<file path="src/hdl/vis_pkg.sv">
// ----------------------------------------------------------------------------
// vis_pkg: shared types and constants
// Widths, action and register codes, and the item records that travel
// between the stages of the voxel importance split/roulette block.
// ----------------------------------------------------------------------------
package vis_pkg;

  localparam int TableDepthDef = 4096;
  localparam int MaxSplitDef   = 64;

  localparam int CountW  = 9;
  localparam int CoordW  = 8;
  localparam int WordW   = 32;
  localparam int EntryW  = 12;
  localparam int CopyW   = 6;
  localparam int CfgIdxW = 2;
  localparam int ProdW   = 2 * WordW;
  localparam int CyzW    = 2 * CountW;
  localparam int IdxW    = CoordW + CyzW + 1;

  typedef enum logic [2:0] {
    ACT_NONE    = 3'd0,
    ACT_SPLIT   = 3'd1,
    ACT_KILL    = 3'd2,
    ACT_SURVIVE = 3'd3,
    ACT_LOAD    = 3'd4,
    ACT_ERROR   = 3'd5
  } vis_act_e;

  typedef enum logic [CfgIdxW-1:0] {
    REG_COUNT_X = 2'd0,
    REG_COUNT_Y = 2'd1,
    REG_COUNT_Z = 2'd2
  } vis_reg_e;

  typedef struct packed {
    logic              req_type;
    logic [EntryW-1:0] entry_index;
    logic [WordW-1:0]  entry_importance;
    logic              crossing_limits;
    logic [CoordW-1:0] pre_x;
    logic [CoordW-1:0] pre_y;
    logic [CoordW-1:0] pre_z;
    logic [CoordW-1:0] post_x;
    logic [CoordW-1:0] post_y;
    logic [CoordW-1:0] post_z;
    logic [WordW-1:0]  track_weight;
    logic [WordW-1:0]  uniform_random;
  } vis_req_t;

  // item after index computation; decide marks a final action
  typedef struct packed {
    vis_act_e         act;
    logic             decide;
    logic [WordW-1:0] imp;
    logic [WordW-1:0] weight;
    logic [WordW-1:0] rnd;
  } vis_ev_t;

  // item after the importance classification and the products
  typedef struct packed {
    vis_act_e         act;
    logic [WordW-1:0] weight;
    logic [WordW-1:0] post;
    logic [WordW-1:0] pre;
    logic [ProdW-1:0] prod_w;
    logic [ProdW-1:0] prod_r;
  } vis_mid_t;

  // sideband through the split-count divider
  typedef struct packed {
    vis_act_e         act;
    logic [WordW-1:0] weight;
    logic [WordW-1:0] post;
    logic [ProdW-1:0] prod_w;
  } vis_sd_t;

  // sideband through the weight divider
  typedef struct packed {
    vis_act_e         act;
    logic [WordW-1:0] weight;
    logic [CopyW-1:0] copies;
  } vis_md_t;

endpackage

</file>
<file path="src/hdl/vis_index.sv">
// ----------------------------------------------------------------------------
// vis_index: voxel index stages
// Input register, coordinate products, then index sums and range checks.
// ----------------------------------------------------------------------------
module vis_index import vis_pkg::*; #(
  parameter  int TABLE_DEPTH = TableDepthDef,
  localparam int AW          = $clog2(TABLE_DEPTH)
) (
  input  logic              clk_i,
  input  logic              rst_ni,
  input  logic [CountW-1:0] count_x_i,
  input  logic [CountW-1:0] count_y_i,
  input  logic [CountW-1:0] count_z_i,
  input  logic              in_valid_i,
  output logic              in_ready_o,
  input  vis_req_t          in_req_i,
  output logic              out_valid_o,
  input  logic              out_ready_i,
  output vis_ev_t           out_ev_o,
  output logic [AW-1:0]     out_pre_idx_o,
  output logic [AW-1:0]     out_post_idx_o
);

  localparam int XW = CoordW + CyzW;
  localparam int YW = CoordW + CountW;

  logic rdy0, rdy1, rdy2;
  logic r0_v_q, r1_v_q, r2_v_q;

  vis_req_t          r0_q, r1_q;
  logic [CyzW-1:0]   cyz_q;
  logic [XW-1:0]     pxa_d, qxa_d, r1_pxa_q, r1_qxa_q;
  logic [YW-1:0]     pyb_d, qyb_d, r1_pyb_q, r1_qyb_q;
  logic              oob_d, r1_oob_q;
  logic [IdxW-1:0]   pre_sum, post_sum;
  logic              ent_bad, idx_bad;
  vis_ev_t           ev_d, r2_ev_q;
  logic [AW-1:0]     pre_idx_d, r2_pre_q, r2_post_q;

  assign rdy2       = !r2_v_q | out_ready_i;
  assign rdy1       = !r1_v_q | rdy2;
  assign rdy0       = !r0_v_q | rdy1;
  assign in_ready_o = rdy0;

  // y*z plane size, follows the count registers
  always_ff @(posedge clk_i or negedge rst_ni) begin
    if (!rst_ni) begin
      cyz_q <= CyzW'(1);
    end else begin
      cyz_q <= CyzW'(count_y_i) * CyzW'(count_z_i);
    end
  end

  always_ff @(posedge clk_i or negedge rst_ni) begin
    if (!rst_ni) begin
      r0_v_q <= 1'b0;
      r1_v_q <= 1'b0;
      r2_v_q <= 1'b0;
    end else begin
      if (rdy0) r0_v_q <= in_valid_i;
      if (rdy1) r1_v_q <= r0_v_q;
      if (rdy2) r2_v_q <= r1_v_q;
    end
  end

  assign pxa_d = XW'(r0_q.pre_x) * XW'(cyz_q);
  assign qxa_d = XW'(r0_q.post_x) * XW'(cyz_q);
  assign pyb_d = YW'(r0_q.pre_y) * YW'(count_z_i);
  assign qyb_d = YW'(r0_q.post_y) * YW'(count_z_i);
  assign oob_d = ({1'b0, r0_q.pre_x}  >= count_x_i) | ({1'b0, r0_q.pre_y}  >= count_y_i) |
                 ({1'b0, r0_q.pre_z}  >= count_z_i) | ({1'b0, r0_q.post_x} >= count_x_i) |
                 ({1'b0, r0_q.post_y} >= count_y_i) | ({1'b0, r0_q.post_z} >= count_z_i);

  assign pre_sum  = IdxW'(r1_pxa_q) + IdxW'(r1_pyb_q) + IdxW'(r1_q.pre_z);
  assign post_sum = IdxW'(r1_qxa_q) + IdxW'(r1_qyb_q) + IdxW'(r1_q.post_z);
  assign idx_bad  = r1_oob_q | (pre_sum >= IdxW'(TABLE_DEPTH)) |
                    (post_sum >= IdxW'(TABLE_DEPTH));
  assign ent_bad  = 32'(r1_q.entry_index) >= 32'(TABLE_DEPTH);

  always_comb begin
    ev_d.imp    = r1_q.entry_importance;
    ev_d.weight = r1_q.track_weight;
    ev_d.rnd    = r1_q.uniform_random;
    ev_d.decide = 1'b1;
    ev_d.act    = ACT_NONE;
    if (!r1_q.req_type) begin
      ev_d.act = ent_bad ? ACT_ERROR : ACT_LOAD;
    end else if (!r1_q.crossing_limits) begin
      ev_d.act = ACT_NONE;
    end else if (idx_bad) begin
      ev_d.act = ACT_ERROR;
    end else if (pre_sum == post_sum) begin
      ev_d.act = ACT_NONE;
    end else begin
      ev_d.decide = 1'b0;
      ev_d.act    = ACT_SURVIVE;
    end
  end

  // a load writes through the pre address
  assign pre_idx_d = r1_q.req_type ? AW'(pre_sum) : AW'(r1_q.entry_index);

  always_ff @(posedge clk_i) begin
    if (rdy0) r0_q <= in_req_i;
    if (rdy1) begin
      r1_q     <= r0_q;
      r1_pxa_q <= pxa_d;
      r1_qxa_q <= qxa_d;
      r1_pyb_q <= pyb_d;
      r1_qyb_q <= qyb_d;
      r1_oob_q <= oob_d;
    end
    if (rdy2) begin
      r2_ev_q   <= ev_d;
      r2_pre_q  <= pre_idx_d;
      r2_post_q <= AW'(post_sum);
    end
  end

  assign out_valid_o    = r2_v_q;
  assign out_ev_o       = r2_ev_q;
  assign out_pre_idx_o  = r2_pre_q;
  assign out_post_idx_o = r2_post_q;

endmodule

</file>
<file path="config.mk">
export PLATFORM = sky130hd
export DESIGN_NAME = vis_index
export DESIGN_NICKNAME = d
export VERILOG_FILES = /design/src/hdl/vis_pkg.sv /design/src/hdl/vis_index.sv
export SDC_FILE = /design/constraint.sdc
export NUM_CORES = 2
export LEC_CHECK = 0
export BUFFER_PORTS_ARGS = -buffer_cell sky130_fd_sc_hd__buf_2
export CAP_MARGIN = 20
export CORE_MARGIN = 4
export CORE_UTILIZATION = 40
export DETAILED_ROUTE_END_ITERATION = 8
export GPL_TIMING_DRIVEN = 0
export SLEW_MARGIN = 30
export SYNTH_ARGS = -nofsm -noshare
export SYNTH_HDL_FRONTEND = slang
export SYNTH_SLANG_ARGS = --single-unit
</file>
<file path="constraint.sdc">
create_clock -name clk_i -period 30.1 [get_ports clk_i]
set_clock_uncertainty 0.15 [all_clocks]
set_input_delay 9.03 -clock clk_i [delete_from_list [all_inputs] [get_ports clk_i]]
set_output_delay 9.03 -clock clk_i [all_outputs]
set_load 0.01 [all_outputs]
</file>
## Yosys cells after proc, flatten, opt, wreduce, memory -nomap -nowiden

Index checks and enable logic that the tools add are counted.
Widths: inputs -> output; s select.

- Word-level logic and storage cells: 78
- Bits of input ports: 189
- Output and inout bits: 126
- Flip-flop bits (word level): 516

- Multipliers: 5
- Multiplexer cells: 5
- Equality and inequality tests: 1
- Add/subtract/negate cells: 4
- Order comparisons: 8
- Bitwise gates (word level): 12
- Reduce and logical (&&, ||, !) cells: 5

Operator list:

| kind | count |
|---|---|
| $add 26x17->27 | 2 |
| $add 27x8->27 | 2 |
| $ge 27x13->1 const B | 2 |
| $ge 8x9->1 | 6 |
| $mul 8x18->26 | 2 |
| $mul 8x9->17 | 2 |
| $eq 27x27->1 | 1 |
| $mul 9x9->18 | 1 |
| $mux 12 | 1 |
| $or 1x1->1 | 10 |
| $mux 3 | 2 |
| $logic_not 1->1 | 3 |
| $reduce_or 3->1 | 1 |
| $mux 2 | 1 |
| $not 1->1 | 2 |
| $reduce_and 2->1 | 1 |
| $mux 1 | 1 |

## Logic depth before layout (Yosys ltp)

- Depth after elaboration: 7
- Mapped depth: 22
- Gate-level depth less buffers: 21

## Worst setup path before layout

Ideal clock, no wire load.

- Path type: input port to output port
- Start: input out_ready_i
- End: output in_ready_o
- Data required time: 20.920 ns
- Buffers on the path: 0
- Arrival time: 13.511 ns
- Setup slack: 7.409 ns
- Stages: 1
- Cell sequence: nand4b_1

- Word-level cells in the longest chain between the ends: 3

RTL lines:

| element | line | source |
|---|---|---|
| start: declaration | vis_index.sv:18 | `input logic out_ready_i,` |
| $or 1x1->1 | vis_index.sv:40 | `assign rdy2 = !r2_v_q \| out_ready_i;` |
| $or 1x1->1 | vis_index.sv:41 | `assign rdy1 = !r1_v_q \| rdy2;` |
| $or 1x1->1 | vis_index.sv:42 | `assign rdy0 = !r0_v_q \| rdy1;` |
| end: declaration | vis_index.sv:15 | `output logic in_ready_o,` |

No other way between the ends.

## Worst setup path after layout

Ends and elaborated chain as after synthesis.

==> results_dict.tcl <==
set metrics [dict create \
    met3_wirelength_um 4760 \
    cts_max_level 2 \
    slew_violations 0 \
    period_needed_ns 19.59 \
    grt_max_degree 41 \
    dieArea_um2 94100 \
    num-nets-final 4214 \
    cts_buffer_depth 3 \
    overflow 0 \
    drc_errors 0 \
    status "complete, no violations" \
    synthTopCellsByArea "edfxtp_1 (42%), fa_1 (19%), ha_1 (11%), and2_1 (5.1%), inv_1 (4.7%)" \
    cp-end-kind "output pin" \
    grt_usage 0.185 \
    clock.fmax_mhz 51.1 \
    synthTopCellsByCount "edfxtp_1 (495), inv_1 (446), fa_1 (344), ha_1 (304), and2_1 (290)" \
    viasPerCell 4.91 \
    yosysSeqAreaShare 0.431 \
    drtIter0Drc 1370 \
    drive_above_1_share 0.135 \
    synth_edf_count 495 \
    synthesis.nets 3810 \
    cts_tree "done" \
    wirelength_um 86400 \
    vias 22537 \
    fin_crit_sh 0.651 \
    wl_per_cell_um 18.8 \
    start_util 0.403 \
    clock_sinks 516 \
    synth_top_area_frac 0.416 \
    grt_setup_unrepaired "false" \
    drt-met1-wl_um 38000 \
    setup_viol_count_final 0 \
    insertion_delay_ns 0.63 \
    dp_hpwl_um 69500 \
    die_h_um 307 \
    cts_resized 0 \
    synth-seq-cells 516 \
    grt_first_pass_wirelength_um 134000 \
    rows 109 \
    coreArea_um2 88500 \
    startpoint_type "primary input" \
    synth_area_leader_cell "edfxtp_1" \
    synthesis.area_um2 35700 \
    gp_congestion 0.869 \
    slew_headroom 0.451 \
    synth.most_common_cell "edfxtp_1" \
    worst_pin_slew_ns 0.814 \
    pin_count 315 \
    antenna_found_initial 7 \
    yosys_warnings 0 \
    dr_wl_met2_um 41400 \
    critPathRequiredTime_ns 20.92 \
    synthArstFlopShare 0.0407 \
    synth.avg_cell_area_um2 12.0 \
    fin_tns_setup_ns 0 \
    cts-root-buf "clkbuf_16" \
    synth_cell_type_count 76 \
    fp.dieW_um 307 \
    grt_pass1_vias 22813 \
    clkTransAtPathRegs_ns 0.06 \
    hold_viol 0 \
    cts_inserted_buffers 56 \
    port_buffers 307 \
    area_growth_pct 15.0 \
    cts_hold_buf 0 \
    path_max_fanout 12 \
    holdCritPathClass "flip-flop to flip-flop" \
    dr.pass1.iters 5 \
    synth_ff_type "edfxtp_1" \
    critPathArrivalTime_ns 10.41 \
    postCtsSetupRepairBufs 0 \
    maxCapViolCount 0 \
    path_class "primary input to output pin" \
    top_layer "met5" \
    synth_cells 2973 \
    ant_nets 0 \
]
==> registers in the layout, summed over array words and instances, names as in the netlist <==
register,count
out_ev_o,100
r1_v_q,1
r1_qxa_q,26
r1_qyb_q,17
ev_d,96
r1_pyb_q,17
cyz_q,18
out_valid_o,1
r1_q,30
out_post_idx_o,12
r1_pxa_q,26
r0_v_q,1
r0_q,158
out_pre_idx_o,12
r1_oob_q,1
==> layout make-up <==
cell class / count / area [µm²]
inverters: 446 / 1670
repair buffers: 346 / 1990
diodes: 3 / 7.51
well taps: 1165 / 1460
flip-flops and latches: 516 / 15400
plain buffers: 79 / 304
clock buffers: 68 / 1460
clock inverters: 37 / 439
multi-input cells: 1932 / 18300
fillers: 8063 / 47500
==> layout by cell type, fill, tap and decap left out, drive strengths merged, types with 5 or more instances in the layout <==
cell type | synthesis | layout
xnor2 | 82 | 82
o21ai | 75 | 75
nand4 | 7 | 7
and3 | 15 | 15
xor2 | 42 | 42
dfrtp | 20 | 20
nand2 | 278 | 278
nor4 | 8 | 8
a21boi | 11 | 11
ha | 304 | 304
and2 | 290 | 290
a31oi | 8 | 8
bufinv | 0 | 6
nor2b | 24 | 24
or3 | 12 | 12
nand2b | 21 | 21
mux2 | 9 | 9
nor2 | 99 | 99
buf | 1 | 347
clkbuf | 78 | 146
nor3 | 32 | 32
nand3 | 23 | 23
clkinv | 0 | 20
a21o | 45 | 45
inv | 446 | 452
o21a | 13 | 13
edfxtp | 495 | 495
o211ai | 16 | 16
a211oi | 12 | 12
clkinvlp | 0 | 5
fa | 344 | 344
o21bai | 7 | 7
a21oi | 70 | 70
==> worst max-delay path, stage by stage <==
cell	delay, ns
buf_2	0.11
nand4b_1	0.41
buf_4	0.34
buf_6	0.16
buf_4	0.19
buf_2	0.15
==> path summary, 6_finish.rpt <==
path / from / end / slack [ns] / cells past startpoint
min in group asynchronous: rst_ni / cyz_q[16] / 8.26 / 1
max: out_ready_i / in_ready_o / 10.51 / 6
min reg2reg: r0_q[127] / ev_d[78] / 0.25 / 0
max in group asynchronous: rst_ni / cyz_q[2] / 21.16 / 1
min: r0_q[127] / ev_d[78] / 0.25 / 0
max reg2reg: r0_q[82] / r1_qxa_q[25] / 23.96 / 19
==> cells by family (layout without fill, tap and decap cells) <==
kind of cell | Yosys count | count (layout) | synth area share
fa+ha+maj | 648 | 648 | 0.299
other cells | 0 | 3 | 0
flops | 516 | 516 | 0.431
xor+xnor | 128 | 128 | 0.0330
buf+inv | 525 | 976 | 0.0554
simple gates | 833 | 833 | 0.119
compound gates | 312 | 312 | 0.0586
mux | 11 | 11 | 0.00340
==> layer usage <==
metal,track usage,up-vias
met5,0,-
met4,0.0498,4
met3,0.0310,114
met2,0.308,580
met1,0.252,11119
li1,-,10720
==> stage by stage <==
| step | setup slack [ns] | hold WS, ns | cell area, µm² | util | cells |
|---|---|---|---|---|---|
| after CTS | 10.45 | 0.257 | 41000 | 0.464 | 4589 |
| final | 10.51 | 0.252 | 41100 | 0.464 | 4592 |
| after global routing | 10.38 | 0.260 | 41000 | 0.464 | 4590 |
| after detailed placement | 10.49 | 0.255 | 39100 | 0.442 | 4484 |
| after global placement | 1.99 | 0.250 | 38700 | 0.437 | 4445 |
| after floorplan | 7.41 | 0.250 | 35700 | - | 2973 |
Power is left out: the tool's default activity adds up to more than one toggle a clock period on the data nets, which glitch-free logic cannot reach.
